[config.mk]
export PLATFORM = sky130hd
export DESIGN_NAME = weighted_overlap_trapz_2d
export DESIGN_NICKNAME = d
export VERILOG_FILES = /design/src/rtl/wotz_pkg.sv /design/src/rtl/wotz_mul.sv /design/src/rtl/wotz_acc.sv /design/src/rtl/weighted_overlap_trapz_2d.sv
export SDC_FILE = /design/constraint.sdc
export NUM_CORES = 2
export LEC_CHECK = 0
export BUFFER_PORTS_ARGS = -buffer_cell sky130_fd_sc_hd__clkbuf_2
export CORE_ASPECT_RATIO = 0.9
export CORE_MARGIN = 2
export CORE_UTILIZATION = 55
export CTS_BUF_LIST = sky130_fd_sc_hd__clkbuf_16
export CTS_CLUSTER_DIAMETER = 60
export DETAILED_ROUTE_END_ITERATION = 7
export PLACE_DENSITY_LB_ADDON = 0.05
export SLEW_MARGIN = 15
export SYNTH_ARGS = -nofsm -noshare
export SYNTH_HDL_FRONTEND = slang
export SYNTH_SLANG_ARGS = --single-unit
[constraint.sdc]
create_clock -name clk -period 25.4 [get_ports clk]
set_input_delay 2.54 -clock clk [delete_from_list [all_inputs] [get_ports clk]]
set_output_delay 2.54 -clock clk [all_outputs]
set_load 0.03 [all_outputs]
[src/rtl/wotz_pkg.sv]
// ----------------------------------------------------------------------------
// wotz_pkg
// Shared types and constants for the 2-D trapezoid overlap integrator.
// ----------------------------------------------------------------------------
package wotz_pkg;

  // configuration port
  localparam int CFG_IDX_W  = 2;
  localparam int CFG_DATA_W = 16;
  localparam int CNT_W      = 9;
  localparam int STEP_W     = 16;

  localparam logic [CFG_IDX_W-1:0] REG_MESH_ROWS = 2'd0;
  localparam logic [CFG_IDX_W-1:0] REG_MESH_COLS = 2'd1;
  localparam logic [CFG_IDX_W-1:0] REG_STEP_X    = 2'd2;
  localparam logic [CFG_IDX_W-1:0] REG_STEP_Y    = 2'd3;

  localparam logic [CNT_W-1:0]  MESH_ROWS_RST = 9'd256;
  localparam logic [CNT_W-1:0]  MESH_COLS_RST = 9'd256;
  localparam logic [STEP_W-1:0] STEP_RST      = 16'hFFFF;

  // default mesh limits
  localparam int DEF_MAX_ROWS = 256;
  localparam int DEF_MAX_COLS = 256;

  // shared multiplier operand and product widths
  localparam int MUL_W  = 33;
  localparam int PROD_W = 2 * MUL_W;

  // triple product width (Q3.45)
  localparam int TRIP_W = 48;

  localparam logic signed [63:0] SUM_MAX = 64'sh7FFF_FFFF_FFFF_FFFF;
  localparam logic signed [63:0] SUM_MIN = 64'sh8000_0000_0000_0000;

  typedef struct packed {
    logic signed [15:0] field_a_sample;
    logic signed [15:0] field_b_sample;
    logic signed [15:0] gradient_sample;
  } in_item_t;

  typedef struct packed {
    logic signed [63:0] integral_value;
    logic               saturated;
  } out_item_t;

  // sequencer to accumulator
  typedef struct packed {
    logic add;
    logic clear;
  } acc_ctrl_t;

  // accumulator to sequencer
  typedef struct packed {
    logic mesh_end;
    logic clipped;
  } acc_stat_t;

endpackage

[src/rtl/wotz_mul.sv]
// ----------------------------------------------------------------------------
// wotz_mul
// Shared signed multiplier with a registered product.
// ----------------------------------------------------------------------------
module wotz_mul (
  input  logic                                  clk,
  input  logic                                  en,
  input  logic signed [wotz_pkg::MUL_W-1:0]     op_a,
  input  logic signed [wotz_pkg::MUL_W-1:0]     op_b,
  output logic signed [wotz_pkg::PROD_W-1:0]    prod
);

  logic signed [wotz_pkg::PROD_W-1:0] prod_r;

  // product register, loaded only when the sequencer issues an operation
  always_ff @(posedge clk) begin
    if (en) begin
      prod_r <= op_a * op_b;
    end
  end

  assign prod = prod_r;

endmodule

[src/rtl/wotz_acc.sv]
// ----------------------------------------------------------------------------
// wotz_acc
// Mesh position tracking, trapezoid weighting and saturating accumulation.
// ----------------------------------------------------------------------------
module wotz_acc #(
  parameter int MAX_ROWS = wotz_pkg::DEF_MAX_ROWS,
  parameter int MAX_COLS = wotz_pkg::DEF_MAX_COLS
) (
  input  logic                                 clk,
  input  logic                                 rst_n,
  input  wotz_pkg::acc_ctrl_t                  ctrl,
  input  logic signed [wotz_pkg::TRIP_W-1:0]   term_in,
  input  logic [wotz_pkg::CNT_W-1:0]           mesh_rows,
  input  logic [wotz_pkg::CNT_W-1:0]           mesh_cols,
  output logic signed [63:0]                   sum,
  output wotz_pkg::acc_stat_t                  stat
);

  localparam int RIW = $clog2(MAX_ROWS);
  localparam int CIW = $clog2(MAX_COLS);
  localparam int RCW = ($clog2(MAX_ROWS + 1) > wotz_pkg::CNT_W) ?
                       $clog2(MAX_ROWS + 1) : wotz_pkg::CNT_W;
  localparam int CCW = ($clog2(MAX_COLS + 1) > wotz_pkg::CNT_W) ?
                       $clog2(MAX_COLS + 1) : wotz_pkg::CNT_W;

  logic [RIW-1:0]     row_idx_r, row_idx_nxt;
  logic [CIW-1:0]     col_idx_r, col_idx_nxt;
  logic signed [63:0] sum_r, sum_nxt;
  logic               clip_r, clip_nxt;

  logic [RCW-1:0]     rows_ext, rows_c, row_ext;
  logic [CCW-1:0]     cols_ext, cols_c, col_ext;
  logic               last_row, last_col;
  logic [1:0]         row_w, col_w;
  logic [1:0]         shift;
  logic               w_zero;
  logic signed [63:0] term;
  logic signed [64:0] sum_wide;

  // clamp counts: zero acts as one, above the limit acts as the limit
  always_comb begin
    rows_ext = RCW'(mesh_rows);
    cols_ext = CCW'(mesh_cols);
    if (rows_ext == '0) begin
      rows_c = RCW'(1);
    end else if (rows_ext > RCW'(MAX_ROWS)) begin
      rows_c = RCW'(MAX_ROWS);
    end else begin
      rows_c = rows_ext;
    end
    if (cols_ext == '0) begin
      cols_c = CCW'(1);
    end else if (cols_ext > CCW'(MAX_COLS)) begin
      cols_c = CCW'(MAX_COLS);
    end else begin
      cols_c = cols_ext;
    end
  end

  // position and axis weights (0 for a single line, 1 at the ends, 2 inside)
  always_comb begin
    row_ext  = RCW'(row_idx_r);
    col_ext  = CCW'(col_idx_r);
    last_row = (row_ext >= rows_c - RCW'(1));
    last_col = (col_ext >= cols_c - CCW'(1));
    if (rows_c < RCW'(2)) begin
      row_w = 2'd0;
    end else if ((row_idx_r == '0) || last_row) begin
      row_w = 2'd1;
    end else begin
      row_w = 2'd2;
    end
    if (cols_c < CCW'(2)) begin
      col_w = 2'd0;
    end else if ((col_idx_r == '0) || last_col) begin
      col_w = 2'd1;
    end else begin
      col_w = 2'd2;
    end
    w_zero = (row_w == 2'd0) || (col_w == 2'd0);
    shift  = {1'b0, row_w[1]} + {1'b0, col_w[1]};
  end

  // weighted term: a nonzero weight is a power of two
  always_comb begin
    if (w_zero) begin
      term = '0;
    end else begin
      term = 64'(term_in) <<< shift;
    end
  end

  // saturating add, frozen once clipped until clear; the mesh position advances on every add
  always_comb begin
    sum_wide    = {sum_r[63], sum_r} + {term[63], term};
    sum_nxt     = sum_r;
    clip_nxt    = clip_r;
    row_idx_nxt = row_idx_r;
    col_idx_nxt = col_idx_r;
    if (ctrl.clear) begin
      sum_nxt  = '0;
      clip_nxt = 1'b0;
    end else if (ctrl.add) begin
      if (!clip_r) begin
        if (sum_wide[64] != sum_wide[63]) begin
          sum_nxt  = sum_wide[64] ? wotz_pkg::SUM_MIN : wotz_pkg::SUM_MAX;
          clip_nxt = 1'b1;
        end else begin
          sum_nxt = sum_wide[63:0];
        end
      end
      if (!last_row) begin
        row_idx_nxt = row_idx_r + RIW'(1);
      end else begin
        row_idx_nxt = '0;
        if (!last_col) begin
          col_idx_nxt = col_idx_r + CIW'(1);
        end else begin
          col_idx_nxt = '0;
        end
      end
    end
  end

  always_ff @(posedge clk) begin
    if (!rst_n) begin
      row_idx_r <= '0;
      col_idx_r <= '0;
      sum_r     <= '0;
      clip_r    <= 1'b0;
    end else begin
      row_idx_r <= row_idx_nxt;
      col_idx_r <= col_idx_nxt;
      sum_r     <= sum_nxt;
      clip_r    <= clip_nxt;
    end
  end

  assign sum           = sum_r;
  assign stat.mesh_end = last_row && last_col;
  assign stat.clipped  = clip_r;

endmodule

[src/rtl/weighted_overlap_trapz_2d.sv]
// ----------------------------------------------------------------------------
// weighted_overlap_trapz_2d
// Trapezoid-rule overlap integral of two fields and a gradient over a mesh.
// ----------------------------------------------------------------------------
// Samples arrive column-major, row index fastest, one word per sample. Each
// sample passes through accept and first product (S_IDLE), second product
// (S_MUL2) and weighted accumulate (S_ACC), one product at a time on the
// single shared 33x33 multiplier, so in_stall is high after every accepted
// word until S_IDLE is reached again. After the last sample of the mesh the
// sum is scaled by step_x*step_y/4 using the same multiplier (3 products),
// which keeps in_stall high through S_FIN, S_P, S_LO, S_HI and S_OUT, plus
// any time the previous result still sits unread in the output register.
// An accumulator that clipped is returned unscaled at its rail with
// saturated set; the scaling pass is then skipped and in_stall stays high
// only through S_FIN and S_OUT. Configuration is only to be written while the block is idle.
// ----------------------------------------------------------------------------
module weighted_overlap_trapz_2d #(
  parameter int MAX_ROWS = wotz_pkg::DEF_MAX_ROWS,
  parameter int MAX_COLS = wotz_pkg::DEF_MAX_COLS
) (
  input  logic                                 clk,
  input  logic                                 rst_n,
  input  logic                                 in_valid,
  output logic                                 in_stall,
  input  wotz_pkg::in_item_t                   in_data,
  output logic                                 out_valid,
  input  logic                                 out_stall,
  output wotz_pkg::out_item_t                  out_data,
  input  logic                                 cfg_we,
  input  logic [wotz_pkg::CFG_IDX_W-1:0]       cfg_index,
  input  logic [wotz_pkg::CFG_DATA_W-1:0]      cfg_wdata
);

  localparam logic [2:0] S_IDLE = 3'd0;
  localparam logic [2:0] S_MUL2 = 3'd1;
  localparam logic [2:0] S_ACC  = 3'd2;
  localparam logic [2:0] S_FIN  = 3'd3;
  localparam logic [2:0] S_P    = 3'd4;
  localparam logic [2:0] S_LO   = 3'd5;
  localparam logic [2:0] S_HI   = 3'd6;
  localparam logic [2:0] S_OUT  = 3'd7;

  localparam int MW = wotz_pkg::MUL_W;

  logic [2:0] state_r, state_nxt;

  logic [wotz_pkg::CNT_W-1:0]  mesh_rows_r, mesh_cols_r;
  logic [wotz_pkg::STEP_W-1:0] step_x_r, step_y_r;

  logic signed [15:0]  grad_r;
  logic                neg_r;
  logic [63:0]         mag_r;
  logic signed [63:0]  raw_r;
  logic                clip_r;
  logic [31:0]         p_r;
  logic [63:0]         lo_r;
  logic [63:0]         q_r;
  logic                sum_pend_r;

  logic                out_valid_r;
  wotz_pkg::out_item_t out_data_r;

  logic                        mul_en;
  logic signed [MW-1:0]        mul_a, mul_b;
  logic signed [2*MW-1:0]      mul_q;
  wotz_pkg::acc_ctrl_t         acc_ctrl;
  wotz_pkg::acc_stat_t         acc_stat;
  logic signed [63:0]          acc_sum;

  logic                in_acc;
  logic                out_free;
  logic [95:0]         full;

  assign in_acc   = in_valid && !in_stall;
  assign out_free = !out_valid_r || !out_stall;

  // configuration registers
  always_ff @(posedge clk) begin
    if (!rst_n) begin
      mesh_rows_r <= wotz_pkg::MESH_ROWS_RST;
      mesh_cols_r <= wotz_pkg::MESH_COLS_RST;
      step_x_r    <= wotz_pkg::STEP_RST;
      step_y_r    <= wotz_pkg::STEP_RST;
    end else if (cfg_we) begin
      unique case (cfg_index)
        wotz_pkg::REG_MESH_ROWS: mesh_rows_r <= cfg_wdata[wotz_pkg::CNT_W-1:0];
        wotz_pkg::REG_MESH_COLS: mesh_cols_r <= cfg_wdata[wotz_pkg::CNT_W-1:0];
        wotz_pkg::REG_STEP_X:    step_x_r    <= cfg_wdata;
        wotz_pkg::REG_STEP_Y:    step_y_r    <= cfg_wdata;
        default: ;
      endcase
    end
  end

  // sequencer: multiplier operand select and state flow
  always_comb begin
    state_nxt      = state_r;
    mul_en         = 1'b0;
    mul_a          = '0;
    mul_b          = '0;
    acc_ctrl.add   = 1'b0;
    acc_ctrl.clear = 1'b0;
    unique case (state_r)
      S_IDLE: begin
        mul_a = MW'(in_data.field_a_sample);
        mul_b = MW'(in_data.field_b_sample);
        if (in_acc) begin
          mul_en    = 1'b1;
          state_nxt = S_MUL2;
        end
      end
      S_MUL2: begin
        mul_en    = 1'b1;
        mul_a     = mul_q[MW-1:0];
        mul_b     = MW'(grad_r);
        state_nxt = S_ACC;
      end
      S_ACC: begin
        acc_ctrl.add = 1'b1;
        state_nxt    = acc_stat.mesh_end ? S_FIN : S_IDLE;
      end
      S_FIN: begin
        acc_ctrl.clear = 1'b1;
        state_nxt      = acc_stat.clipped ? S_OUT : S_P;
      end
      S_P: begin
        mul_en    = 1'b1;
        mul_a     = MW'(step_x_r);
        mul_b     = MW'(step_y_r);
        state_nxt = S_LO;
      end
      S_LO: begin
        mul_en    = 1'b1;
        mul_a     = MW'(mag_r[31:0]);
        mul_b     = MW'(mul_q[31:0]);
        state_nxt = S_HI;
      end
      S_HI: begin
        mul_en    = 1'b1;
        mul_a     = MW'(mag_r[63:32]);
        mul_b     = MW'(p_r);
        state_nxt = S_OUT;
      end
      S_OUT: begin
        if (!sum_pend_r && out_free) begin
          state_nxt = S_IDLE;
        end
      end
      default: state_nxt = S_IDLE;
    endcase
  end

  always_ff @(posedge clk) begin
    if (!rst_n) begin
      state_r <= S_IDLE;
    end else begin
      state_r <= state_nxt;
    end
  end

  // scaling: round(|sum| * p / 2^34) to nearest, ties away from zero
  assign full = {32'd0, lo_r} + {mul_q[63:0], 32'd0} + 96'h2_0000_0000;

  // datapath registers of the per-sample gradient and the scaling pass
  always_ff @(posedge clk) begin
    if (in_acc) begin
      grad_r <= in_data.gradient_sample;
    end
    if (state_r == S_FIN) begin
      neg_r  <= acc_sum[63];
      mag_r  <= acc_sum[63] ? (64'd0 - acc_sum) : acc_sum;
      raw_r  <= acc_sum;
      clip_r <= acc_stat.clipped;
    end
    if (state_r == S_LO) begin
      p_r <= mul_q[31:0];
    end
    if (state_r == S_HI) begin
      lo_r <= mul_q[63:0];
    end
    if (sum_pend_r) begin
      q_r <= {2'b00, full[95:34]};
    end
  end

  // the rounding sum is registered in the cycle after the high partial product
  always_ff @(posedge clk) begin
    if (!rst_n) begin
      sum_pend_r <= 1'b0;
    end else begin
      sum_pend_r <= (state_r == S_HI);
    end
  end

  // output register
  always_ff @(posedge clk) begin
    if (!rst_n) begin
      out_valid_r <= 1'b0;
    end else if ((state_r == S_OUT) && !sum_pend_r && out_free) begin
      out_valid_r <= 1'b1;
    end else if (!out_stall) begin
      out_valid_r <= 1'b0;
    end
  end

  always_ff @(posedge clk) begin
    if ((state_r == S_OUT) && !sum_pend_r && out_free) begin
      if (clip_r) begin
        out_data_r.integral_value <= raw_r;
        out_data_r.saturated      <= 1'b1;
      end else begin
        out_data_r.integral_value <= neg_r ? (64'd0 - q_r) : q_r;
        out_data_r.saturated      <= 1'b0;
      end
    end
  end

  assign in_stall  = (state_r != S_IDLE);
  assign out_valid = out_valid_r;
  assign out_data  = out_data_r;

  wotz_mul u_mul (
    .clk  (clk),
    .en   (mul_en),
    .op_a (mul_a),
    .op_b (mul_b),
    .prod (mul_q)
  );

  wotz_acc #(
    .MAX_ROWS (MAX_ROWS),
    .MAX_COLS (MAX_COLS)
  ) u_acc (
    .clk       (clk),
    .rst_n     (rst_n),
    .ctrl      (acc_ctrl),
    .term_in   (mul_q[wotz_pkg::TRIP_W-1:0]),
    .mesh_rows (mesh_rows_r),
    .mesh_cols (mesh_cols_r),
    .sum       (acc_sum),
    .stat      (acc_stat)
  );

endmodule

==> results.md <==
- Status: completed
- Distinct cells, synth: 79
- Post-route ant nets: 0
- Synthesized cell area: between 0.06 and 0.07 mm2
- Setup crit start kind: input pin
- Final estimated routing congestion in global placement: slightly below 1
- Mapped Nets: 8657
- Vias per cell: 6.02
- End point of the critical path: u_mul.prod[61]$_DFFE_PP_
- Area growth syn-to-layout: 7.77%
- Post-synth EDFFs: 399
- I/O pin total: 138
- Mean Syn Cell Area: 9.56 um2
- Die Wd: 374 um
- Nature of the critical path endpoint: register
- Most frequent CP cell: fa_1
- Worst reg2reg path depth: 30
- Largest net degree at the start of global routing: 74
- CP required: 25.79 ns
- Slew Limit Headroom: 19.5%
- CTS Hold Bufs: 0
- Layout cell share with drive strength beyond 1: 7.45%
- Sequential fraction of the synthesis area: a little over a fifth
- Worst path depth: 32
- DRT iter0 DRCs: a little over 5k
- Port bufs: 137
- Post-CTS setup buffer count: 0
- Core Util, Final: between 50% and 60%
- Max-cap viol count: 0
- Critical path's slowest cell: a2111oi_2
- Type of the worst setup path: in2reg
- Buf+Inv Stages, Crit Path: 9
- Synth Register Bits: 535
- Clk sinks: 535
- Setup TNS: 0 ns
- First-pass GRT wire length: around 340000 um
- Detailed-route DRC error count: 0
- Root buffer cell: clkbuf_16
- Fmax: 0.0748 GHz
- Hold depth: 2
- Critical R2R Capture: u_mul.prod[61]$_DFFE_PP_
- Worst min path class: reg2reg
- Final min period: around 13 ns
- Yosys warnings: 0
- CTS tree: built
- R2r setup slk: 12.30 ns
- Worst path max stage delay: 0.95 ns
- Reg2Reg Launch Point: state_r[2]$_SDFFE_PN0P_
- Commonest non-fill, non-tap cells in the layout: 1270 x inv_1, 1127 x fa_1, 879 x nand2_1, 695 x nor2_1, 399 x edfxtp_1
- Endpoints failing hold: 0
- # setup viols final: 0
- # rows: 122
- RSZ-0062 raised after global routing: false
- Core ar.: 0.123 mm2
- Arr. time, crit path: 13.76 ns
- Main synth FF type: edfxtp_1
- Tot GR Track Use: 36.6%
- Total CTS buffers: 69
- Post-cts repair resize count: 0
- CP max FO: 37
- Detailed-route via count: ~53k
- Starting Density: 55.3%
- Worst hold slack: 0.467 ns
- DR pass1 iterations: 6
- Worst slew pin tran: 1.21 ns
- Final period util: 52.6%
- Fin. max-slew vios: 0
- Initial antenna violation count: 10
- Syn Inst Count: 7096
- Gr ovfl total: 0
- CTS Buffer Depth: 3
- Vias in the first global route: 53.1k
- CTS H-tree depth: 3
- Final nets: about 8.6k
- Asr flop ratio synth: 0%
- Wire per inst: 26.0 um
- Crit-path leading delay family: adder cells
- Clock Pin Slew Worst Setup and Hold Paths: 0.06 ns
- Total wire length: about 230000 um
- Clk_skew: 0.0312 ns
- Most common cell after layout, fill and taps aside: inv_1
- DP HPWL: 177000 um
- Crit path from: in_data[31]
- DIE AREA: 0.126 mm2
- Die height: ~340 um
- Clk_lat worst skew: 0.67 ns
state kept, by name, indices dropped and copies added, names as in the netlist, 3 cells and up:
signal	cells
grad_r	16
state_r	3
mag_r	64
step_x_r	16
mesh_cols_r	9
mesh_rows_r	9
u_acc.row_idx_r	8
u_acc.col_idx_r	8
lo_r	32
u_acc.sum	64
p_r	32
q_r	62
raw_r	62
out_data	65
u_mul.prod	64
step_y_r	16
cell type report:
class                   count  area, um2
diodes                      1       2.50
clock buffers              71       1780
clock inverters            57        631
fillers                 10700      49600
inverters                1262       4740
multi-input cells        4942      47500
flip-flops and latches    535      14700
well taps                1612       2020
repair buffers            275       1720
layer usage:
layer | routed length (um) | track usage, %
met4 | 9050 | 13.3
met5 | 55 | 0
met3 | 24200 | 8.94
met2 | 99300 | 54.9
met1 | 94700 | 52.1
stage by stage:
step                std cells  instance area, um2  worst slack, ns
detailed placement       8626               70700            11.73
floorplan                7096               67900            14.08
global route             8754               73100            11.55
finish                   8755               73100            12.04
CTS                      8754               73100            12.39
global placement         8625               70700            10.79
cells in the mapped netlist, types with 24 or more instances:
master | number | area share, %
clkbuf_1 | 333 | 1.8
nor2b_1 | 64 | 0.59
a31oi_1 | 28 | 0.26
a211oi_1 | 45 | 0.50
nor4_1 | 24 | 0.22
o21bai_1 | 32 | 0.35
o22ai_1 | 30 | 0.28
nand3_1 | 85 | 0.63
o31ai_1 | 44 | 0.49
a21oi_1 | 207 | 1.5
ha_1 | 363 | 6.7
edfxtp_1 | 399 | 18
a221o_1 | 74 | 1.1
nand2_1 | 880 | 4.9
mux4_2 | 44 | 1.5
o22a_1 | 29 | 0.37
o21a_1 | 33 | 0.37
o21ai_0 | 214 | 1.6
inv_1 | 1260 | 7.0
xor2_1 | 117 | 1.5
or3_1 | 27 | 0.25
and3_1 | 36 | 0.33
nor2_1 | 701 | 3.9
mux2i_1 | 102 | 1.5
fa_1 | 1127 | 33
and2_1 | 29 | 0.27
nor3_1 | 46 | 0.34
nand2b_1 | 29 | 0.27
xnor2_1 | 215 | 2.8
dfxtp_1 | 136 | 4.0
nand4_1 | 41 | 0.38
a21o_1 | 71 | 0.79
worst reg2reg max path: cells and delay by family (launching register included):
family | cells | cell delay (ns)
AO/OA/AOI/OAI | 6 | 2.89
XOR/XNOR | 1 | 0.14
adder cells (fa/ha/maj) | 9 | 4.56
buffers and inverters | 7 | 1.42
flip-flops | 1 | 0.76
AND/OR/NAND/NOR | 7 | 3.06
logic make-up (layout without fill, tap and decap cells):
| kind of cell | Yosys count | in the layout | synth area share [%] |
|---|---|---|---|
| and+or+nand+nor | 2038 | 2038 | 12.9 |
| other | 0 | 1 | 0 |
| AOI/OAI and AO/OA | 929 | 929 | 9.15 |
| muxes | 151 | 151 | 3.05 |
| adders and majority gates | 1492 | 1492 | 40.0 |
| xor gates and xnor gates | 332 | 332 | 4.28 |
| buffers and inverters | 1619 | 1665 | 8.96 |
| DFF | 535 | 535 | 21.7 |
worst min path at each step:
stage                             startpoint                       end  slack, ns
floorplan           u_mul.prod[46]$_DFFE_PP_        lo_r[46]$_DFFE_PN_       0.42
global placement    step_x_r[8]$_SDFFE_PN1P_  step_x_r[8]$_SDFFE_PN1P_       0.45
detailed placement  step_x_r[9]$_SDFFE_PN1P_  step_x_r[9]$_SDFFE_PN1P_       0.46
CTS                 step_y_r[9]$_SDFFE_PN1P_  step_y_r[9]$_SDFFE_PN1P_       0.47
global route        step_y_r[8]$_SDFFE_PN1P_  step_y_r[8]$_SDFFE_PN1P_       0.49
finish              step_y_r[8]$_SDFFE_PN1P_  step_y_r[8]$_SDFFE_PN1P_       0.47
Power is not shown: default switching activity piles up to over one toggle a cycle in this logic, so the estimate is an artifact.
